<file path="config.mk">
export PLATFORM = sky130hd
export DESIGN_NAME = bblur_queue
export DESIGN_NICKNAME = d
export VERILOG_FILES = /design/src/rtl/core/bblur_pkg.sv /design/src/rtl/core/bblur_queue.sv
export SDC_FILE = /design/constraint.sdc
export NUM_CORES = 1
export LEC_CHECK = 0
export BUFFER_PORTS_ARGS = -buffer_cell sky130_fd_sc_hd__buf_2
export CAP_MARGIN = 25
export CORE_UTILIZATION = 30
export CTS_CLUSTER_DIAMETER = 100
export DETAILED_ROUTE_END_ITERATION = 8
export PLACE_DENSITY = 0.43
export SLEW_MARGIN = 15
export SYNTH_ARGS = -nofsm -noshare
export SYNTH_HDL_FRONTEND = slang
export SYNTH_SLANG_ARGS = --single-unit
</file>
<file path="constraint.sdc">
create_clock -name clk -period 4 [get_ports clk]
set_input_delay 0.2 -clock clk [delete_from_list [all_inputs] [get_ports clk]]
set_output_delay 0.2 -clock clk [all_outputs]
set_load 0.02 [all_outputs]
</file>
<file path="src/rtl/core/bblur_pkg.sv">
// ----------------------------------------------------------------------------
// bblur_pkg
// Shared types and constants for the 3x3 RGB box blur.
// ----------------------------------------------------------------------------
package bblur_pkg;

  localparam int PIX_W  = 24;   // three 8-bit channels
  localparam int SUM_W  = 12;   // 3x3 sum of one channel, max 2295

  localparam int QUEUE_DEPTH = 4;
  localparam int QLVL_W      = $clog2(QUEUE_DEPTH + 1);
  localparam int QPTR_W      = $clog2(QUEUE_DEPTH);

  // configuration register indexes
  localparam logic [0:0] REG_FRAME_WIDTH  = 1'b0;
  localparam logic [0:0] REG_FRAME_HEIGHT = 1'b1;

  // Window sums for one result, passed from front to back.
  typedef struct packed {
    logic             last;
    logic [SUM_W-1:0] red;
    logic [SUM_W-1:0] green;
    logic [SUM_W-1:0] blue;
  } sum_item_t;

endpackage

</file>
<file path="src/rtl/core/bblur_queue.sv">
// ----------------------------------------------------------------------------
// bblur_queue
// Short register FIFO of window sums between front and back.
// ----------------------------------------------------------------------------
module bblur_queue (
  input  logic                          clk,
  input  logic                          rst,
  input  logic                          push,
  input  bblur_pkg::sum_item_t          push_item,
  input  logic                          pop,
  output logic                          q_valid,
  output bblur_pkg::sum_item_t          q_item,
  output logic [bblur_pkg::QLVL_W-1:0]  level
);

  bblur_pkg::sum_item_t              entries [bblur_pkg::QUEUE_DEPTH];
  logic [bblur_pkg::QPTR_W-1:0]      wr_ptr;
  logic [bblur_pkg::QPTR_W-1:0]      rd_ptr;

  always_ff @(posedge clk) begin
    if (rst) begin
      wr_ptr <= '0;
      rd_ptr <= '0;
      level  <= '0;
    end else begin
      if (push) begin
        wr_ptr <= wr_ptr + bblur_pkg::QPTR_W'(1);
      end
      if (pop) begin
        rd_ptr <= rd_ptr + bblur_pkg::QPTR_W'(1);
      end
      level <= level + bblur_pkg::QLVL_W'(push) - bblur_pkg::QLVL_W'(pop);
    end
  end

  always_ff @(posedge clk) begin
    if (push) begin
      entries[wr_ptr] <= push_item;
    end
  end

  assign q_valid = (level != '0);
  assign q_item  = entries[rd_ptr];

endmodule

</file>
==> results.md, run 1 <==
- Die ar.: ~0.02 sq mm
- Post-Syn Instances: between 200 and 250
- First-pass GRT wire length: approximately 17,000 um
- Post-synth top area share: roughly three quarters
- Data required time of the critical path: 3.80 ns
- Skew final: 0.00422 ns
- Placer Congestion: 0.652
- Worst relative slew slack: a little over two fifths
- Number of non-filler instances in the completed layout: 640
- Detailed placement HPWL: 6770 um
- Chain of cells forming the critical path: mux4_1, buf_2
- Top-Level Pins: between 80 and 90
- Register-to-register path setup slack: approximately 2.1 ns
- Final period demand of the worst path: roughly 2.4 ns
- Leading cell type in the layout, fill and taps excluded: edfxtp_1
- Power density over the cells: 518 mW/mm^2
- Layout Area Growth over Synthesis: 27.2%
- End point of the worst hold path: entries[0][2]
- Startpoint type of the worst setup path: register
- Clock tree from TritonCTS: done
- Sort of element at the end of the critical path: output port
- PostCTS Resize Cnt: 0
- Static power due to leakage: about 0.0025 uW
- Number of buffers created by CTS: 17
- Via count: ~2.8k
- Pins over their slew limit: 0
- Largest driver fanout on the critical path: 37
- Dpl cells: roughly 570
- Type of the setup path with the least slack: register to output port
- Initial antenna violation count: 1
- Mean post-synth cell area: ~25 sq um
- Maximum number of buffers from clock root to sink: 2
- Number of remaining DRC errors: 0
- Setup repair after global routing missed its margin: no
- Die extent in y: about 140 um
- Status: finished clean
- Slowest stage cell, crit path: dfxtp_4
- Count of fill cells added during filler insertion: 1,769
- Final worst path period share: around three fifths
- Post-route core utilization: about two fifths
- Number of buffers added on ports: slightly above 80
- Yosys warnings: 0
- Critical hold path startpoint: push_item[2]
- Final routed wire length divided by cell count: roughly 18 um
- GRT Util Overall: 12.4%
- Number of sinks handled by clock tree synthesis: between 150 and 200
- Core region area: between 0.015 and 0.02 sq mm
- Total of endpoints with negative setup slack in the final report: 0
- ANT nets after route: 0
- Cell depth of the worst flop-to-flop path: 4
- Hold Vio Cnt, Final: 0
- Count of inserted antenna diode cells: 0
- Type of the most critical hold path: input pin to register
- Congestion Overflow GR: 0
- Number of synthesized register bits: roughly 160
- Area occupied by registers: 0.00463 sq mm
- Number of vias per cell after detailed routing: about 4.3
- Number of global-route vias before repair: 2,987
- Source-to-sink clock delay at the later pin of the worst-skew pair: approximately 0.42 ns
- Initial standard-cell utilization of the core: between 30% and 40%
- Net count of the mapped netlist: 282
- R2r endpoint: entries[0][26]
- Critical R2R Launch: wr_ptr[0]
- Root buf cell: clkbuf_16
- IR Drop Worst-Case VDD: around 0.28 mV
- Net count, final: around 420
- Maximum number of pins on one net before global-route repair: 38
- WP data arrival: roughly 2.2 ns
- Sequential cell area fraction in the yosys report: between 70% and 80%
- Die Width: 141 um
- Post-synthesis instance area: around 0.0058 sq mm
- Most frequent cells in the layout: edfxtp_1 (148), buf_2 (81), dlygate4sd3_1 (36), mux4_2 (30), clkbuf_16 (17)
- MaxCap Viol Count: 0
- H-tree depth: 4
- Transition time at the pin with the least slew margin: ~0.85 ns
- Post-Route WL: around 11,000 um
- Clock-pin transition on the worst setup and hold timing paths: roughly 0.06 ns
- Number of search-and-repair iterations in the first detailed-routing pass: 4
- Synth top area cells: edfxtp_1 (76%), mux4_2 (12%), mux4_1 (3.2%), dfxtp_1 (3.1%), ha_1 (1.3%)
- Count of standard-cell rows: 50
- Post-Route Setup TNS: 0 ns
- Unique cell type count in the Yosys netlist: 21
- Highest cell delay on the worst timing path: approximately 0.87 ns
- Synth area leader: edfxtp_1
- Peak clock frequency supported by timing: ~0.42 GHz
- Proportion of layout cells with a drive suffix above 1: 39.5%
- Area used by multi-input combinational logic: 0.00110 sq mm
- Drt initial violations: between 100 and 150
- Hold depth: 1
-- cell type report --
type | instances | area share [%]
Multi-Input combinational cell | 63 | 14.8
Sequential cell | 157 | 62.5
Clock buffer | 21 | 5.94
Timing Repair Buffer | 122 | 10.8
Inverter | 6 | 0.304
Tap cell | 260 | 4.39
Clock inverter | 11 | 1.28
-- through the flow --
step                      hold slack [ns]  cell area (sq um)  power (uW)  worst slack, ns
after global placement              0.414               6520        2380             2.02
after floorplan                     0.272               5830        2240             2.16
after global routing               0.0248               7410        3990             1.47
after detailed placement            0.419               6520        2390             2.00
final                              0.0311               7410        3840             1.64
after CTS                          0.0105               7410        3900             1.54
-- timing repair --
action | 4_1_cts | 5_1_grt
endpoints found under the hold margin | 142 | 0
hold buffers | 36 | 0
buffers inserted | 0 | 0
-- how the worst max path moves through the flow --
stage / slack, ns / startpoint / end
6_report: 1.64 / register / q_item[3]
3_5_place_dp: 2.00 / register / q_item[3]
2_1_floorplan: 2.16 / wr_ptr[0] / entries[2][0]
5_1_grt: 1.47 / register / q_item[3]
4_1_cts: 1.54 / register / q_item[3]
3_3_place_gp: 2.02 / register / q_item[3]
-- cell usage after synthesis --
library cell  instances
or3_1                 1
mux4_1                7
inv_1                 6
a21oi_1               1
nor2_1                5
edfxtp_1            148
and2_1                4
a21bo_2               1
nand3b_1              1
clkbuf_2              1
mux4_2               30
xor3_1                1
fa_1                  1
mux2i_1               1
xnor2_1               2
buf_6                 1
ha_1                  6
nor2b_1               2
buf_12                3
buf_2                 3
dfxtp_1               9
-- metal layers --
| layer | wire (um) | track usage, % |
|---|---|---|
| met1 | 5360 | 16.6 |
| met2 | 5240 | 18.4 |
| met3 | 687 | 4.29 |
| met4 | 179 | 5.43 |
| met5 | 12 | 0 |
-- sequential cells by signal (all words and copies together) (netlist names), named ones only --
register / count
rd_ptr: 2
entries: 148
level: 3
wr_ptr: 2
-- cell families after synthesis --
| logic type | after synthesis | share of synthesized area (%) |
|---|---|---|
| compound gates | 2 | 0.257 |
| flops | 157 | 79.3 |
| mux | 38 | 14.9 |
| xor+xnor | 3 | 0.708 |
| fa+ha+maj | 7 | 1.63 |
| simple gates | 13 | 1.20 |
| buf+inv | 14 | 1.95 |
-- report_power, final --
group	switching (uW)	internal, uW	leakage [uW]
Combinational	227	199	0.000857
Sequential	51.5	1890	0.00143
Clock	624	850	0.000247
Total	903	2940	0.00254
-- critical path: cells and delay by family, from the launching register on --
family                 cells  cell delay [ns]
buffers and inverters      1             0.18
muxes                      1             0.66
DFF                        1             0.87
Note: power is estimated with default switching activity, not from simulation.
==> run 2: changes to the inputs <==
clock period = 2.5 ns   (was 4 ns; I/O delays follow)
==> results.md, run 2 (synthesis gave the netlist of run 1 again) <==
- Status: finished clean
- Top Registers: entries x148, level x3
- Highest cell delay on the worst timing path: 0.61 ns
- Detailed-route wire length on metal 1: roughly 5200 um
- Family with the most delay on the worst path: multiplexers
- Post-CTS setup buffer count: 0
- Leading cell type in the layout, fill and taps excluded: edfxtp_1
- R2r endpoint: entries[1][27]
- Root buf cell: clkbuf_16
- Type of the most critical hold path: input pin to register
- WP data arrival: around 2 ns
- Detailed placement HPWL: between 6000 and 7000 um
- Die ar.: between 0.015 and 0.02 sq mm
- First-pass GRT wire length: ~17,000 um
- Critical R2R Launch: wr_ptr[1]
- Count of fill cells added during filler insertion: ~1.7k
- Most frequent cells in the layout: edfxtp_1 (148), buf_2 (81), dlygate4sd3_1 (38), mux4_2 (30), clkbuf_16 (17)
- Power density over the cells: around 850 mW/mm^2
- Number of buffers created by CTS: 17
- Sort of element at the end of the critical path: output port
- Register with the most flip-flops: entries
- Setup repair after global routing missed its margin: no
- Final routed wire length divided by cell count: 17.3 um
- Drt initial violations: between 100 and 150
- Dpl cells: just under 600
- Worst relative slew slack: between 60% and 70%
- Clock-pin transition on the worst setup and hold timing paths: around 0.06 ns
- Type of the setup path with the least slack: register to output port
- Congestion Overflow GR: 0
- Via count: roughly 2.7k
- Initial standard-cell utilization of the core: just over 30%
- Crit path to: q_item[36]
- Register-to-register path setup slack: between 0.8 and 0.9 ns
- Combinational fraction of design power: a little under an eighth
- Largest driver fanout on the critical path: 12
- H-tree depth: 4
- Critical path buffer and inverter count: 2
- Proportion of layout cells with a drive suffix above 1: 41.5%
- Clock power frac: 40.9%
- GRT Util Overall: 12.3%
- Initial antenna violation count: 0
- Number of cells on the critical path: 3
- MaxCap Viol Count: 0
- Startpoint type of the worst setup path: register
- Sum of internal, switching and leakage power: ~6500 uW
- Layout Area Growth over Synthesis: 30.2%
- Non-Filler Cell Area, Final: 0.00759 sq mm
- Core region area: about 0.019 sq mm
- Number of sinks handled by clock tree synthesis: between 150 and 200
- Total met3 wirelength after detailed routing: 538 um
- Number of search-and-repair iterations in the first detailed-routing pass: 4
- Count of inserted antenna diode cells: 0
- Total of endpoints with negative setup slack in the final report: 0
- Top layer reached by signal wires: met4
- Hold Vio Cnt, Final: 0
- Number of buffers added on ports: just over 80
- Count of standard-cell rows: 50
- Post-Route WL: 11,200 um
- IR Drop Worst-Case VDD: ~0.48 mV
- Static power due to leakage: 0.00264 uW
- Peak clock frequency supported by timing: between 0.4 and 0.5 GHz
- Critical hold path startpoint: pop
- Number of remaining DRC errors: 0
- Number of global-route vias before repair: 3,010
- Chain of cells forming the critical path: buf_4, mux4_1, buf_2
- Part of the power in registers: a little under half
- Maximum number of pins on one net before global-route repair: 38
- Net count, final: 423
- Number of vias per cell after detailed routing: approximately 4.2
- Total placed instance area: 0.00660 sq mm
- ANT nets after route: 0
- Skew final: ~0.0073 ns
- Number of non-filler instances in the completed layout: 648
- Source-to-sink clock delay at the later pin of the worst-skew pair: 0.42 ns
- WL met2: between 5000 and 6000 um
- WHS: approximately 0.043 ns
- Psw: 1500 uW
- Transition time at the pin with the least slew margin: between 0.5 and 0.6 ns
- Final period demand of the worst path: around 2.1 ns
- Flip-flop count of the largest register after layout: 148
- Cell depth of the worst flop-to-flop path: 4
- Data required time of the critical path: 2.38 ns
- Die extent in y: about 140 um
- Internal Power: just under 5000 uW
- Post-Route Setup TNS: 0 ns
- Die Width: roughly 140 um
- Top-Level Pins: around 80
- Final worst path period share: 84.7%
- Maximum number of buffers from clock root to sink: 2
- Pins over their slew limit: 0
- Placer Congestion: about 0.71
- Clock tree from TritonCTS: done
- Fraction of power spent switching nets: a little under a quarter
- Slowest stage cell, crit path: mux4_1
==> run 2: cell types whose count changed in the layout (fill, tap and decap cells not counted) <==
cell           before  now
clkinv_1            1    0
clkinvlp_4          5    1
buf_12              0    3
clkbuf_1            4    0
clkinv_4            0    4
inv_6               1    2
inv_8               0    2
buf_4               5    8
dlygate4sd3_1      36   38
bufinv_16           1    3
==> run 2: worst reg2reg max path, delay by kind of cell (launching register included) <==
kind	cells	cell delay [ns]
fa+ha+maj	1	0.13
buf+inv	2	0.43
flops	1	0.34
simple gates	1	0.42
==> run 2: power groups by stage <==
stage	Sequential (uW)	Combinational [uW]	Clock, uW
final	3080	732	2640
after global routing	3090	790	2810
after CTS	3080	752	2710
after detailed placement	3140	701	0
after global placement	3130	698	0
after floorplan	3120	455	0
==> run 2: cell type report <==
cell class / count / area, sq um / area share [%]
Timing Repair Buffer: 130 / 906 / 11.9
Clock buffer: 17 / 425 / 5.60
Sequential cell: 157 / 4630 / 61.0
Tap cell: 260 / 325 / 4.28
Inverter: 6 / 22.5 / 0.297
Clock inverter: 15 / 188 / 2.47
Multi-Input combinational cell: 63 / 1100 / 14.4
==> run 2: timing repair <==
action,in CTS,in global routing
hold buffers,38,0
endpoints found under the hold margin,156,0
resized for setup,0,0
endpoints found under the setup margin,0,0
==> run 2: worst min path at each step <==
stage          depth (start not counted)              to  slack, ns
3_5_place_dp                           1  entries[2][11]       0.34
4_1_cts                                3       rd_ptr[0]       0.03
5_1_grt                                3        register       0.05
3_3_place_gp                           1  entries[0][25]       0.34
2_1_floorplan                          1        level[0]       0.20
6_report                               3       rd_ptr[0]       0.04
==> run 2: metal layers <==
layer	GRT usage, %	up-vias
met5	0	-
met1	15.5	1401
li1	-	1267
met3	4.25	10
met4	4.92	0
met2	19.3	71
==> run 2: per-stage QoR <==
stage	utilization [%]	setup slack, ns
after floorplan	-	0.659
after global placement	34.9	0.776
after detailed placement	34.9	0.787
after CTS	40.2	0.290
after global routing	40.2	0.267
final	40.2	0.382
==> run 3: changes to the inputs <==
ABC_AREA = 1   (was default)
clock period = 2.04 ns   (was 2.5 ns; I/O delays follow)
==> results.md, run 3 <==
- Data required time of the critical path: roughly 1.9 ns
- Skew final: 0.00811 ns
- Core region area: 0.0203 sq mm
- Pins over their slew limit: 0
- Post-Route WL: approximately 12,000 um
- Net count, final: between 600 and 700
- Top Registers: entries x148, level x3
- IR Drop Worst-Case VDD: 0.680 mV
- Total of endpoints with negative setup slack in the final report: 0
- Peak clock frequency supported by timing: approximately 0.55 GHz
- Number of remaining DRC errors: 0
- Status: finished clean
- Post-Syn Instances: 486
- Register with the most flip-flops: entries
- Top-Level Pins: 82
- Type of the setup path with the least slack: register to output port
- Post-CTS setup buffer count: 0
- Hold Vio Cnt, Final: 0
- Startpoint type of the worst setup path: register
- Number of buffers added on ports: a little over 80
- Power density over the cells: about 1000 mW/mm^2
- Post-synthesis instance area: about 0.0062 sq mm
- Synth area leader: edfxtp_1
- Number of search-and-repair iterations in the first detailed-routing pass: 4
- Most frequent cell after synthesis: edfxtp_1
- WP data arrival: about 1.7 ns
- Area used by multi-input combinational logic: around 0.0011 sq mm
- Post-synth top area share: 71.5%
- ANT nets after route: 0
- Yosys warnings: 0
- Die Width: 146 um
- Die ar.: approximately 0.021 sq mm
- Transition time at the pin with the least slew margin: 0.416 ns
- Setup repair after global routing missed its margin: no
- WL met2: 5950 um
- Top layer reached by signal wires: met4
- Sequential cell area fraction in the yosys report: around 74%
- Final worst path period share: between 80% and 90%
- Worst relative slew slack: between 70% and 80%
- Clock-pin transition on the worst setup and hold timing paths: around 0.060 ns
- Number of sinks handled by clock tree synthesis: about 160
- Initial standard-cell utilization of the core: a little under a third
- Proportion of layout cells with a drive suffix above 1: a little over a fifth
- Largest driver fanout on the critical path: 60
- Unique cell type count in the Yosys netlist: 15
- Prevailing post-synth register cell: edfxtp_1
- Initial antenna violation count: 0
- Number of buffers created by CTS: 17
- Drt initial violations: around 180
- Via count: roughly 3.8k
- Leading cell type in the layout, fill and taps excluded: edfxtp_1
- First-pass GRT wire length: around 19,000 um
- Final period demand of the worst path: between 1.5 and 2 ns
- Sort of element at the end of the critical path: output port
- Net count of the mapped netlist: ~530
- PostCTS Resize Cnt: 0
- Type of the most critical hold path: input pin to register
- Root buf cell: clkbuf_16
- Clock tree from TritonCTS: done
- Maximum number of buffers from clock root to sink: 2
- Number of global-route vias before repair: between 3k and 4k
- Layout Area Growth over Synthesis: 28.7%
- Congestion Overflow GR: 0
- Detailed placement HPWL: 7220 um
- Leading cell types by count after synthesis: edfxtp_1 (148), inv_1 (90), nand2_1 (82), a21oi_1 (43), o21ai_0 (41)
- Count of fill cells added during filler insertion: 1,971
- Post-synth EDFFs: around 150
- Detailed-route wire length on metal 1: approximately 5400 um
- Most frequent cells in the layout: edfxtp_1 (148), inv_1 (86), nand2_1 (82), buf_2 (81), a21oi_1 (43)
- Final routed wire length divided by cell count: roughly 13 um
- Count of inserted antenna diode cells: 0
- Maximum number of pins on one net before global-route repair: 61
- Synth top area cells: edfxtp_1 (72%), inv_1 (5.4%), nand2_1 (5.0%), o211ai_1 (4.5%), a21oi_1 (3.5%)
- Source-to-sink clock delay at the later pin of the worst-skew pair: 0.42 ns
- Placer Congestion: between 0.7 and 0.8
- Flip-flop count of the largest register after layout: ~150
- Total met3 wirelength after detailed routing: roughly 500 um
- Asr flop ratio synth: 0%
- Static power due to leakage: around 0.0031 uW
- GRT Util Overall: around an eighth
- Die extent in y: between 100 and 150 um
- Area occupied by registers: about 0.0046 sq mm
- Post-Route Setup TNS: 0 ns
- Mean post-synth cell area: approximately 13 sq um
- Number of synthesized register bits: about 160
- Post-route core utilization: 39.4%
- MaxCap Viol Count: 0
- Count of standard-cell rows: between 50 and 60
- Number of vias per cell after detailed routing: between 4 and 5
- H-tree depth: 4
- Post-cts hold buffer count: 39
## run 3: cell types whose count changed after synthesis, moves of 3 or more
cell	change
mux4_1	-7
inv_1	+84
nand2_1	+82
mux4_2	-30
buf_4	+5
buf_12	-3
o21ai_0	+41
and2_1	-4
o211ai_1	+37
buf_2	+13
a21oi_1	+42
## run 3: critical path, stage by stage (launching register included)
cell	delay (ns)
dfxtp_4	0.51
buf_12	0.29
a21oi_1	0.10
o21ai_0	0.08
nand2_1	0.11
buf_2	0.17
## run 3: logic make-up (layout without fill, tap and decap cells)
group	count (synthesis)	after routing	share of synthesized area [%]
AOI/OAI and AO/OA	121	121	11.2
adders and majority gates	7	7	1.53
and+or+nand+nor	87	87	5.30
DFF	157	157	74.4
buffers and inverters	114	255	7.51
## run 3: area by class of cell
type | instances | share of cell area (%)
Sequential cell | 157 | 57.9
Inverter | 90 | 4.23
Tap cell | 270 | 4.23
Timing Repair Buffer | 133 | 12.0
Clock inverter | 15 | 2.32
Clock buffer | 17 | 5.32
Multi-Input combinational cell | 215 | 14.0
## run 3: final timing paths
check	slack, ns	to	from	cells past startpoint
worst max-delay path	0.23	q_item[23]	register	5
worst min-delay path	0.05	wr_ptr[0]	push	3
worst max register to register	0.52	level[2]	level[0]	7
worst min register to register	0.47	register	rd_ptr[1]	2
## run 3: power by group
group          leakage (uW)  switching (uW)  internal [uW]
Clock              0.000283            1280           1940
Combinational       0.00142             564            315
Sequential          0.00144            49.4           3680
Total               0.00314            1900           5930
## run 3: metrics by stage
step           hold slack [ns]  setup WS (ns)  total power, uW  std cells  cell area, sq um
2_1_floorplan            0.173          0.331             4310        486              6210
5_1_grt                 0.0625         0.0733             8170        897              7990
3_5_place_dp             0.299          0.513             4640        826              6990
3_3_place_gp             0.294          0.540             4620        826              6990
4_1_cts                 0.0271          0.194             7960        897              7990
6_report                0.0506          0.231             7830        897              7990
## run 3: metal layers
metal  vias to the layer above  global-route usage [%]
li1                       1939                       -
met1                      1776                    14.3
met2                        56                    20.0
met3                        16                    3.73
met4                         0                    5.37
met5                         -                       0
