--- src/rtl/core/bblur_pkg.sv ---
// ----------------------------------------------------------------------------
// bblur_pkg
// Shared types and constants for the 3x3 RGB box blur.
// ----------------------------------------------------------------------------
package bblur_pkg;

  localparam int PIX_W  = 24;   // three 8-bit channels
  localparam int SUM_W  = 12;   // 3x3 sum of one channel, max 2295

  localparam int QUEUE_DEPTH = 4;
  localparam int QLVL_W      = $clog2(QUEUE_DEPTH + 1);
  localparam int QPTR_W      = $clog2(QUEUE_DEPTH);

  // configuration register indexes
  localparam logic [0:0] REG_FRAME_WIDTH  = 1'b0;
  localparam logic [0:0] REG_FRAME_HEIGHT = 1'b1;

  // Window sums for one result, passed from front to back.
  typedef struct packed {
    logic             last;
    logic [SUM_W-1:0] red;
    logic [SUM_W-1:0] green;
    logic [SUM_W-1:0] blue;
  } sum_item_t;

endpackage

--- src/rtl/core/bblur_back.sv ---
// ----------------------------------------------------------------------------
// bblur_back
// Divide window sums by 9, pack the pixel word, hold it for the sink.
// ----------------------------------------------------------------------------
module bblur_back (
  input  logic                  clk,
  input  logic                  rst,
  input  logic                  q_valid,
  input  bblur_pkg::sum_item_t  q_item,
  output logic                  q_pop,
  output logic                  m_tvalid,
  input  logic                  m_tready,
  output logic [31:0]           m_tdata,
  output logic                  m_tlast
);

  // floor(x*7282/65536) == floor(x/9) for every x up to 2295
  localparam logic [12:0] DIV9_MUL = 13'd7282;
  localparam logic [7:0]  ALPHA    = 8'hFF;

  function automatic logic [7:0] div9(input logic [bblur_pkg::SUM_W-1:0] x);
    logic [24:0] prod;
    prod = 25'(x) * 25'(DIV9_MUL);
    return prod[23:16];
  endfunction

  assign q_pop = q_valid && (!m_tvalid || m_tready);

  always_ff @(posedge clk) begin
    if (rst) begin
      m_tvalid <= 1'b0;
    end else if (q_pop) begin
      m_tvalid <= 1'b1;
    end else if (m_tready) begin
      m_tvalid <= 1'b0;
    end
  end

  always_ff @(posedge clk) begin
    if (q_pop) begin
      m_tdata <= {div9(q_item.red), div9(q_item.green), div9(q_item.blue), ALPHA};
      m_tlast <= q_item.last;
    end
  end

endmodule

--- config.mk ---
export PLATFORM = sky130hd
export DESIGN_NAME = bblur_back
export DESIGN_NICKNAME = d
export VERILOG_FILES = /design/src/rtl/core/bblur_pkg.sv /design/src/rtl/core/bblur_back.sv
export SDC_FILE = /design/constraint.sdc
export NUM_CORES = 1
export LEC_CHECK = 0
export ABC_AREA = 1
export ABC_CLOCK_PERIOD_IN_PS = 6500
export BUFFER_PORTS_ARGS = -buffer_cell sky130_fd_sc_hd__buf_2
export CAP_MARGIN = 20
export CELL_PAD_IN_SITES_DETAIL_PLACEMENT = 1
export CELL_PAD_IN_SITES_GLOBAL_PLACEMENT = 2
export CORE_ASPECT_RATIO = 0.7
export CORE_MARGIN = 5
export CORE_UTILIZATION = 30
export CTS_BUF_LIST = sky130_fd_sc_hd__clkbuf_16
export DETAILED_ROUTE_END_ITERATION = 10
export GPL_TIMING_DRIVEN = 0
export HOLD_SLACK_MARGIN = 0.02
export PLACE_DENSITY_LB_ADDON = 0.12
export SYNTH_ARGS = -nofsm -noshare
export SYNTH_HDL_FRONTEND = slang
export SYNTH_SLANG_ARGS = --single-unit
--- constraint.sdc ---
create_clock -name clk -period 6.5 [get_ports clk]
set_input_delay 1.3 -clock clk [delete_from_list [all_inputs] [get_ports clk]]
set_output_delay 1.3 -clock clk [all_outputs]
set_load 0.03 [all_outputs]
==> run_results.csv, run 1 <==
group,metric,value,unit
clock_network,cts-hold-fix-buffers,0,
timing,slew_headroom,0.658,
global_routing,gr_met1_demand_resource,0.253,
floorplan,fp-row-count,49,
cells_and_area,fraction_of_final_layout_cells_with_drive_strength_greater_than_1,0.0938,
global_routing,grt_most_used_layer,"met1",
cells_and_area,multi_input_comb_area,6250,µm²
critical_path,cp.depth,19,
yosys,yosys_warnings,0,
clock_network,clock_tree_from_tritoncts,"yes",
cells_and_area,design.final.nets,1373,
route,remaining_drc_errors,0,
timing,fmax,187,MHz
critical_path,worst_path_most_repeated_cell,"sky130_fd_sc_hd__inv_1",
critical_path,worst_setup_path_endpoint,"m_tdata[18]",
placement,post-place-cells,1398,
placement,gp_routability_congestion,0.792,
global_routing,grt_max_degree,17,
route,first_pass_iters,4,
global_routing,gr-usage-met2,0.205,
critical_path,endpoint_kind,"flop",
timing,drv_slew,0,
cells_and_area,finish.cell_count_without_fillers,1402,
yosys,cell_types_with_the_largest_area_share_after_synthesis,"sky130_fd_sc_hd__ha_1, sky130_fd_sc_hd__fa_1, sky130_fd_sc_hd__inv_1",
pwr,irDropWorstVdd,0.173,mV
yosys,post_synth.cell_area_avg,8.21,µm²
critical_path,cp_max_fo,3,
pwr,power.leakage,5.19,nW
cells_and_area,sequential_cell_area,771,µm²
yosys,synth.cell_area,7930,µm²
clock_network,cts_repair_resize_count,0,
critical_path,crit_chain,"buf_2 > inv_1 > fa_1 > inv_1 > ha_1 > inv_1 > fa_1 > inv_1 > fa_1 > inv_1 > fa_1 > inv_1 > ha_1 > a21oi_1 > inv_1 > a21oi_1 > o21a_1 > nand2_1 > xor2_1",
route,antenna_violating_nets_left,0,
clock_network,max-clock-path-buffers,2,
yosys,synth_top_flop_cell,"sky130_fd_sc_hd__edfxtp_1",
yosys,synth.top_cell.area_share,0.314,
floorplan,initial_utilization,0.307,
yosys,synth_seq_cells,26,
route,detail_route.iter0.violations,233,
yosys,ys_seq_area_frac,0.0972,
floorplan,top_level_port_count,76,
cells_and_area,layout.cells.most_common,"sky130_fd_sc_hd__inv_1",
critical_path,timing.critical_path.buf_inv,8,
global_routing,number_of_antenna_violations_at_the_first_check_in_global_routing,0,
placement,placement.setup.worst_slack,0.835,ns
route,avgViaCountPerCell,4.42,
global_routing,grt_usage,0.149,
cells_and_area,insertedDiodeCount,0,
cells_and_area,num-fill-cells,3195,
global_routing,grt.overflow.total,0,
cells_and_area,areaGrowthSynthToFinish,12.0,%
clock_network,cts_buffers,3,
timing,timing.final.setup_violations,0,
worst_hold_path,worst_hold_path_type,"reg -> reg",
yosys,gate_count_after_technology_mapping,966,
global_routing,met3_demand_to_capacity_share_in_global_routing,0.0226,
clock_network,clk_transition_reported_paths,0.08,ns
timing,hold_slack,0.533,ns
clock_network,cts.htree.levels,1,
timing,worst-slew-pin-transition,0.512,ns
clock_network,clock_insertion_delay_worst_skew,0.28,ns
critical_path,crit_type,"in -> reg",
critical_path,crit_arrival,5.39,ns
placement,port_buffers,67,
yosys,synth_top_area_cell,"sky130_fd_sc_hd__ha_1",
critical_path,r2r_start,"m_tvalid",
cells_and_area,finish.utilization,0.343,
critical_path,critical_path.startpoint,"q_item[13]",
yosys,synthArstFlopShare,0,
floorplan,die_w,204,µm
critical_path,timing.reg2reg.setup_slack,5.17,ns
timing,timing.final.ws_setup,1.14,ns
timing,worst_clock_skew,0.00459,ns
clock_network,cts_sinks,26,
placement,detailedPlacementHpwl,20500,µm
critical_path,crit_slowest_cell,"sky130_fd_sc_hd__fa_1",
timing,grt_setup_unrepaired,"false",
yosys,synth-edff-count,25,
timing,fin_tns_setup,0,ns
flow_run,max-cap-violations,0,
route,avgRoutedWirePerCell,15.4,µm
cells_and_area,most_frequent_cells_in_the_layout,"sky130_fd_sc_hd__inv_1, sky130_fd_sc_hd__ha_1, sky130_fd_sc_hd__nand2_1",
pwr,p_per_area,463,nW/µm²
worst_hold_path,worstHoldPathCells,2,
timing,count_of_final_hold_check_violations,0,
yosys,synth_cell_types,34,
timing,crit_path_time_final,5.36,ns
global_routing,grt_pass1_vias,6488,
floorplan,fp.dieH,146,µm
critical_path,critPathMaxStageDelay,0.53,ns
critical_path,critPathTopFamily,"adder cells",
critical_path,critical_path.reg2reg.endpoint,"m_tdata[28]",
critical_path,critPathRequiredTime,6.54,ns
clock_network,cts.root.buffer_cell,"sky130_fd_sc_hd__clkbuf_16",
status,run_status,"complete, no violations",
timing,final_min_period_over_clock_period,0.824,
critical_path,startpoint_type,"input port",
route,detailroute.via_count,6199,
route,routed_wirelength,21600,µm
floorplan,core,25900,µm²
global_routing,wire_length_of_the_first_global_routing_pass,35500,µm
clock_network,cts_setup_buffers,0,
critical_path,reg2regPathDepth,2,
floorplan,floorplan.die_area,29800,µm²
[synth_stat cells, types with 4 or more instances]
master and n:
sky130_fd_sc_hd__fa_1 87, sky130_fd_sc_hd__a21oi_1 42, sky130_fd_sc_hd__nand4_1 7, sky130_fd_sc_hd__xor2_1 12
sky130_fd_sc_hd__nor4_1 4, sky130_fd_sc_hd__o21bai_1 12, sky130_fd_sc_hd__o21a_1 5, sky130_fd_sc_hd__ha_1 199
sky130_fd_sc_hd__nor2_2 5, sky130_fd_sc_hd__nor3_1 5, sky130_fd_sc_hd__xnor2_1 6, sky130_fd_sc_hd__nand2_1 184
sky130_fd_sc_hd__buf_4 8, sky130_fd_sc_hd__nor3_2 4, sky130_fd_sc_hd__nor2_1 42, sky130_fd_sc_hd__inv_1 236
sky130_fd_sc_hd__o21ai_0 12, sky130_fd_sc_hd__a21o_1 10, sky130_fd_sc_hd__nand3_1 42, sky130_fd_sc_hd__edfxtp_1 25
[through the flow]
step                      total power [mW]  cell area (µm²)
after floorplan                       2.91             7960
after global placement                3.95             8740
after detailed placement              3.95             8780
after CTS                             4.19             8880
after global routing                  4.69             8880
final                                 4.12             8880
[tightest hold or removal path, cell delays in order (launching register included)]
cell,delay (ns)
sky130_fd_sc_hd__dfxtp_1,0.35
sky130_fd_sc_hd__nand2_1,0.08
sky130_fd_sc_hd__a21oi_1,0.06
[state kept, by name, indices dropped and copies added (netlist names)]
signal / cells
m_tdata: 24
m_tvalid: 1
m_tlast: 1
[power by group]
group	total, mW	switching (mW)	internal [mW]
Sequential	0.364	0.0227	0.341
Combinational	3.56	2.33	1.23
Clock	0.196	0.0724	0.123
Total	4.12	2.42	1.69
[worst min path at each step]
stage / start / endpoint / slack (ns)
2_1_floorplan: m_tvalid / m_tvalid / 0.59
3_3_place_gp: m_tvalid / m_tvalid / 0.47
3_5_place_dp: m_tvalid / m_tvalid / 0.53
4_1_cts: m_tvalid / m_tvalid / 0.54
5_1_grt: m_tvalid / m_tvalid / 0.56
6_report: m_tvalid / m_tvalid / 0.53
[layer usage]
layer,vias to the layer above,wire [µm]
met5,-,0
met4,0,52
li1,3199,-
met1,2943,12500
met3,4,716
met2,53,8360
[cells by family (layout without fill, tap and decap cells)]
kind of cell / after synthesis / after routing / synth area share
other cells: 1 / 8 / 0.000473
fa+ha+maj: 286 / 286 / 0.533
xor+xnor: 18 / 18 / 0.0199
flops: 26 / 26 / 0.0972
compound gates: 90 / 90 / 0.0683
buf+inv: 246 / 318 / 0.120
simple gates: 299 / 299 / 0.161
[cell type report]
cell class | instances | area share
Buffer | 8 | 0.00676
Clock buffer | 3 | 0.00845
Clock inverter | 1 | 0.00338
Inverter | 238 | 0.101
Multi-Input combinational cell | 701 | 0.703
Sequential cell | 26 | 0.0867
Tap cell | 357 | 0.0503
Timing Repair Buffer | 68 | 0.0408
Note: power is estimated with default switching activity, not from simulation.
==> inputs of run 2 (changes only) <==
Settings changed: ABC_AREA 1 to 0, ABC_CLOCK_PERIOD_IN_PS 6500 to 4500.
Clock period 6.5 ns to 4.5 ns, I/O delays scaled along.
==> run_results.csv, run 2 <==
group,metric,value,unit
yosys,synthTopCellsByCount,"sky130_fd_sc_hd__ha_1, sky130_fd_sc_hd__inv_1, sky130_fd_sc_hd__fa_1",
pwr,part_of_the_total_power_dissipated_in_the_clock_network,0.044,
pwr,combinationalPowerShare,0.872,
flow_run,max-cap-violations,0,
status,violations_in_the_final_reports,"negative setup slack",
floorplan,core,22800,µm²
timing,grt_setup_unrepaired,"true",
yosys,ys_seq_area_frac,0.110,
timing,worst-slew-pin-transition,0.597,ns
pwr,power_switching,3.10,mW
critical_path,timing.reg2reg.setup_slack,3.39,ns
route,routed_wirelength,18500,µm
global_routing,grt_usage,0.145,
timing,slew_headroom,0.600,
timing,timing.final.setup_violations,19,
pwr,p_per_area,700,nW/µm²
clock_network,cts-hold-fix-buffers,0,
clock_network,max-clock-path-buffers,2,
timing,timing.final.ws_setup,-0.277,ns
floorplan,initial_utilization,0.307,
route,remaining_drc_errors,0,
yosys,synth-edff-count,25,
critical_path,cp_max_fo,4,
yosys,post_synth.cell_area_avg,10.2,µm²
clock_network,clock_tree_from_tritoncts,"yes",
yosys,synthSimpleGateAreaFrac,0.0512,
cells_and_area,most_frequent_cells_in_the_layout,"sky130_fd_sc_hd__ha_1, sky130_fd_sc_hd__inv_1, sky130_fd_sc_hd__fa_1",
global_routing,grt.overflow.total,0,
yosys,synth_top_flop_cell,"sky130_fd_sc_hd__edfxtp_1",
clock_network,cts.htree.levels,1,
status,run_status,"finished with violations",
cells_and_area,finish.utilization,0.402,
timing,worst_clock_skew,0.00763,ns
critical_path,endpoint_kind,"flop",
global_routing,gr-usage-met2,0.226,
route,avgRoutedWirePerCell,16.6,µm
critical_path,crit_type,"in -> reg",
floorplan,floorplan.die_area,26600,µm²
yosys,cell_types_with_the_largest_area_share_after_synthesis,"sky130_fd_sc_hd__ha_1, sky130_fd_sc_hd__fa_1, sky130_fd_sc_hd__edfxtp_1",
critical_path,crit_arrival,4.81,ns
cells_and_area,layout.cells.most_common,"sky130_fd_sc_hd__ha_1",
pwr,irDropWorstVdd,0.242,mV
placement,gp_routability_congestion,0.799,
cells_and_area,multi_input_comb_area,6390,µm²
yosys,synth_top_area_cell,"sky130_fd_sc_hd__ha_1",
timing,drv_slew,0,
global_routing,grt_most_used_layer,"met2",
timing,crit_path_time_final,4.78,ns
route,antenna_violating_nets_left,0,
cells_and_area,top_register,"m_tdata",
floorplan,fp-row-count,46,
pwr,power.share.switching,0.483,
clock_network,cts.root.buffer_cell,"sky130_fd_sc_hd__clkbuf_16",
placement,port_buffers,67,
critical_path,critPathRequiredTime,4.54,ns
floorplan,die_w,193,µm
route,detail_route.iter0.violations,116,
critical_path,startpoint_type,"input port",
placement,detailedPlacementHpwl,16500,µm
pwr,power.share.sequential,0.084,
yosys,complex_gate_fraction_of_the_synthesized_area,0.0858,
yosys,synth.cell_area,7020,µm²
cells_and_area,insertedDiodeCount,0,
clock_network,clock_insertion_delay_worst_skew,0.28,ns
yosys,synth_seq_cells,26,
route,avgViaCountPerCell,4.59,
global_routing,number_of_antenna_violations_at_the_first_check_in_global_routing,0,
global_routing,grt_pass1_vias,5816,
cells_and_area,finish.cell_count_without_fillers,1112,
cells_and_area,fraction_of_final_layout_cells_with_drive_strength_greater_than_1,0.313,
yosys,post_synth_fa_ha_maj_area_fraction,0.603,
cells_and_area,largest_reg_flops,24,
global_routing,wire_length_of_the_first_global_routing_pass,30400,µm
cells_and_area,areaGrowthSynthToFinish,30.8,%
yosys,synth_cell_types,47,
yosys,synthArstFlopShare,0,
cells_and_area,num-fill-cells,2530,
clock_network,cts_sinks,26,
placement,post-place-cells,1076,
cells_and_area,design.final.nets,1128,
yosys,gate_count_after_technology_mapping,689,
cells_and_area,sequential_cell_area,771,µm²
clock_network,cts_buffers,3,
floorplan,top_level_port_count,76,
yosys,synth_most_common_cell,"sky130_fd_sc_hd__ha_1",
timing,fmax,209,MHz
route,detailroute.via_count,5099,
yosys,synth_xor_xnor_area_share,0.0474,
pwr,power.leakage,4.54,nW
yosys,combinational_family_with_the_most_area_after_synthesis,"adder cells",
pwr,internal_portion_of_total_power,3.32,mW
global_routing,gr_met1_demand_resource,0.222,
cells_and_area,reg.largest.list,"m_tdata x24, m_tlast x1, m_tvalid x1",
clock_network,clk_transition_reported_paths,0.08,ns
global_routing,grt_max_degree,25,
timing,count_of_final_hold_check_violations,0,
worst_hold_path,worst_hold_path_type,"reg -> reg",
timing,final_min_period_over_clock_period,1.06,
yosys,synth.top_cell.area_share,0.355,
global_routing,met3_demand_to_capacity_share_in_global_routing,0.0201,
yosys,synth_mux_area_frac,0,
floorplan,fp.dieH,138,µm
route,first_pass_iters,4,
yosys,yosys_warnings,0,
==> run 2: cell types whose count changed after synthesis, moves of 5 or more <==
| cell | change |
|---|---|
| sky130_fd_sc_hd__o21bai_1 | -11 |
| sky130_fd_sc_hd__nand3_1 | -33 |
| sky130_fd_sc_hd__nor2_2 | -5 |
| sky130_fd_sc_hd__a211oi_1 | +6 |
| sky130_fd_sc_hd__inv_1 | -61 |
| sky130_fd_sc_hd__nand2_1 | -174 |
| sky130_fd_sc_hd__a21oi_1 | -24 |
| sky130_fd_sc_hd__nor2_1 | -25 |
| sky130_fd_sc_hd__xnor2_1 | +21 |
==> run 2: layer usage <==
metal	up-vias	wire length, µm
met5	-	0
met4	0	40
met3	4	563
met2	65	7950
met1	2532	9950
li1	2498	-
==> run 2: worst max-delay path, cell delays in order <==
cell                        delay (ns)
sky130_fd_sc_hd__buf_8            0.08
sky130_fd_sc_hd__inv_6            0.03
sky130_fd_sc_hd__fa_1             0.55
sky130_fd_sc_hd__inv_2            0.06
sky130_fd_sc_hd__ha_4             0.28
sky130_fd_sc_hd__inv_4            0.03
sky130_fd_sc_hd__fa_1             0.51
sky130_fd_sc_hd__inv_2            0.04
sky130_fd_sc_hd__fa_1             0.54
sky130_fd_sc_hd__inv_2            0.05
sky130_fd_sc_hd__fa_2             0.52
sky130_fd_sc_hd__inv_2            0.04
sky130_fd_sc_hd__ha_4             0.14
sky130_fd_sc_hd__a21o_1           0.19
sky130_fd_sc_hd__a21oi_4          0.17
sky130_fd_sc_hd__a2bb2oi_4        0.26
sky130_fd_sc_hd__nand3_2          0.16
sky130_fd_sc_hd__a31oi_4          0.18
sky130_fd_sc_hd__xnor2_1          0.07
==> run 2: layout make-up <==
type,instances,share of cell area
buffer,8,0.00654
sequential,26,0.0840
multi-input combinational,487,0.696
clock buffer,3,0.00818
inverter,175,0.0754
tap,312,0.0425
timing repair buffer,100,0.0841
clock inverter,1,0.00327
==> run 2: timing repair <==
action,4_1_cts,5_1_grt
endpoints found under the setup margin,24,24
gates resized for setup,118,67
hold endpoints to repair,0,0
buffers inserted,24,9
pin swaps,55,53
==> run 2: stage by stage <==
step	area [µm²]	power (mW)	TNS (ns)	setup slack, ns	hold slack, ns
floorplan	7240	3.80	-1.69	-0.210	0.637
global placement	7970	4.85	-21.95	-1.26	0.476
detailed placement	8000	4.93	-15.00	-0.875	0.562
CTS	8780	5.89	-3.55	-0.367	0.572
global route	9180	7.11	-5.83	-0.436	0.593
finish	9180	6.42	-3.08	-0.277	0.570
==> run 2: kinds of logic after synthesis <==
logic type                 Yosys count
AOI/OAI and AO/OA                   85
xor gates and xnor gates            38
other                                1
and+or+nand+nor                     70
adders and majority gates          286
buffers and inverters              183
DFF                                 26
==> run 2: final timing paths <==
kind                                  from          end  depth (start not counted)
worst max-delay path            q_item[26]  m_tdata[28]                         19
worst min-delay path              m_tvalid     m_tvalid                          2
worst max register to register    m_tvalid   m_tdata[9]                          2
worst min register to register    m_tvalid     m_tvalid                          2
==> run 2: power groups by stage <==
stage	Combinational [mW]	Clock (mW)	Sequential (mW)
global placement	4.31	0	0.547
finish	5.60	0.281	0.539
detailed placement	4.38	0	0.550
global route	6.25	0.299	0.557
floorplan	3.03	0	0.771
CTS	5.05	0.292	0.546
==> inputs of run 3 (changes only) <==
Settings changed: ABC_CLOCK_PERIOD_IN_PS 4500 to 5550, SKIP_CTS_REPAIR_TIMING from default to 1, TNS_END_PERCENT from default to 30.
Clock period 4.5 ns to 5.55 ns, I/O delays scaled along.
==> run_results.csv, run 3 (same netlist as run 2, synthesis figures left out) <==
group,metric,value,unit
critical_path,startpoint_type,"input port",
route,routed_wirelength,17400,µm
worst_hold_path,worst_hold_path.endpoint,"m_tvalid",
route,avgRoutedWirePerCell,16.1,µm
timing,timing.final.setup_violations,0,
cells_and_area,top_register,"m_tdata",
timing,final_min_period_over_clock_period,0.966,
cells_and_area,fin_area,7950,µm²
clock_network,cts_buffers,3,
cells_and_area,largest_reg_flops,24,
timing,timing.final.ws_setup,0.188,ns
pwr,irDropWorstVdd,0.253,mV
global_routing,number_of_antenna_violations_at_the_first_check_in_global_routing,0,
global_routing,wire_length_of_the_first_global_routing_pass,29300,µm
clock_network,clock_insertion_delay_worst_skew,0.27,ns
cells_and_area,finish.cell_count_without_fillers,1080,
global_routing,grt.overflow.total,0,
floorplan,fp.dieH,138,µm
cells_and_area,areaGrowthSynthToFinish,13.3,%
placement,placement.setup.worst_slack,-0.278,ns
cells_and_area,layout.cells.most_common,"sky130_fd_sc_hd__ha_1",
floorplan,top_level_port_count,76,
placement,detailedPlacementHpwl,16200,µm
floorplan,fp-row-count,46,
critical_path,reg2regPathDepth,2,
cells_and_area,fraction_of_final_layout_cells_with_drive_strength_greater_than_1,0.118,
pwr,report.power.total,4.01,mW
critical_path,crit_slowest_cell,"sky130_fd_sc_hd__fa_1",
route,avgViaCountPerCell,4.48,
critical_path,cp_max_fo,4,
pwr,power.leakage,4.30,nW
timing,crit_path_time_final,5.36,ns
status,run_status,"complete, no violations",
critical_path,endpoint_kind,"flop",
critical_path,critical_path.reg2reg.endpoint,"m_tdata[23]",
critical_path,critPathMaxStageDelay,0.54,ns
cells_and_area,num-fill-cells,2633,
clock_network,cts.htree.levels,1,
critical_path,critPathRequiredTime,5.56,ns
critical_path,cp.depth,19,
route,detailroute.via_count,4834,
critical_path,timing.reg2reg.setup_slack,4.25,ns
placement,port_buffers,67,
timing,count_of_final_hold_check_violations,0,
critical_path,critPathTopFamily,"adder cells",
critical_path,r2r_start,"m_tvalid",
route,antenna_violating_nets_left,0,
global_routing,grt_usage,0.140,
cells_and_area,most_frequent_cells_in_the_layout,"sky130_fd_sc_hd__ha_1, sky130_fd_sc_hd__inv_1, sky130_fd_sc_hd__fa_1",
cells_and_area,finish.utilization,0.348,
route,detail_route.iter0.violations,103,
timing,grt_setup_unrepaired,"true",
floorplan,initial_utilization,0.307,
cells_and_area,reg.largest.list,"m_tdata x24, m_tlast x1, m_tvalid x1",
worst_hold_path,worstHoldPathCells,2,
placement,gp_routability_congestion,0.806,
route,first_pass_iters,4,
critical_path,timing.critical_path.buf_inv,7,
global_routing,grt_max_degree,17,
placement,post-place-cells,1076,
critical_path,crit_arrival,5.37,ns
timing,drv_slew,0,
clock_network,cts.root.buffer_cell,"sky130_fd_sc_hd__clkbuf_16",
flow_run,max-cap-violations,0,
worst_hold_path,worst_hold_path_type,"reg -> reg",
critical_path,crit_type,"in -> reg",
placement,post_dp_cell_area,7810,µm²
global_routing,grt_pass1_vias,5565,
timing,slew_headroom,0.623,
worst_hold_path,hold_start,"m_tvalid",
floorplan,core,22800,µm²
floorplan,die_w,193,µm
clock_network,cts_sinks,26,
cells_and_area,design.final.nets,1096,
clock_network,clock_tree_from_tritoncts,"yes",
timing,worst_clock_skew,0.00519,ns
timing,worst-slew-pin-transition,0.560,ns
critical_path,worst_path_most_repeated_cell,"sky130_fd_sc_hd__inv_1",
critical_path,crit_chain,"buf_2 > inv_1 > fa_1 > inv_1 > ha_1 > inv_1 > fa_1 > inv_1 > fa_1 > inv_1 > fa_1 > inv_1 > ha_4 > a21o_1 > a21oi_1 > o21a_1 > o31a_1 > o311ai_0 > o211ai_1",
cells_and_area,insertedDiodeCount,0,
floorplan,floorplan.die_area,26600,µm²
timing,fmax,187,MHz
clock_network,clk_transition_reported_paths,0.07,ns
route,remaining_drc_errors,0,
clock_network,max-clock-path-buffers,2,
pwr,p_per_area,505,nW/µm²
-- run 3: worst max path at each step --
stage,from,end,slack [ns]
2_1_floorplan,q_item[1],m_tdata[15],0.38
3_3_place_gp,m_tready,q_pop,-0.58
3_5_place_dp,q_item[1],m_tdata[13],-0.28
4_1_cts,q_item[1],m_tdata[13],0.0009
5_1_grt,q_item[20],m_tdata[23],-0.06
6_report,q_item[1],m_tdata[15],0.19
-- run 3: worst reg2reg max path, delay by kind of cell (launching register included) --
kind	cells	cell delay [ns]
AO/OA/AOI/OAI	1	0.45
buffers and inverters	1	0.22
flip-flops	1	0.34
-- run 3: cell type report --
class / count / area (µm²) / share of cell area
multi-input combinational: 487 / 5600 / 0.705
sequential: 26 / 771 / 0.0970
clock buffer: 3 / 75.1 / 0.00944
clock inverter: 1 / 30.0 / 0.00378
timing repair buffer: 68 / 363 / 0.0456
inverter: 175 / 657 / 0.0826
tap: 312 / 390 / 0.0491
buffer: 8 / 60.1 / 0.00756
-- run 3: where the power goes --
| part | switching [mW] | internal (mW) | total [mW] |
|---|---|---|---|
| sequential | 0.0359 | 0.413 | 0.449 |
| combinational | 1.96 | 1.38 | 3.34 |
| clock | 0.0787 | 0.144 | 0.223 |
-- run 3: layer usage --
layer	wire length (µm)	GRT usage
met1	9590	0.218
met2	7320	0.219
met3	492	0.0159
met4	20	0.00356
met5	0	0
-- run 3: metrics by stage --
stage	TNS, ns	hold slack (ns)
finish	0	0.556
global route	-0.0870	0.593
CTS	0	0.565
detailed placement	-1.79	0.554
global placement	-1.39	0.488
floorplan	0	0.637
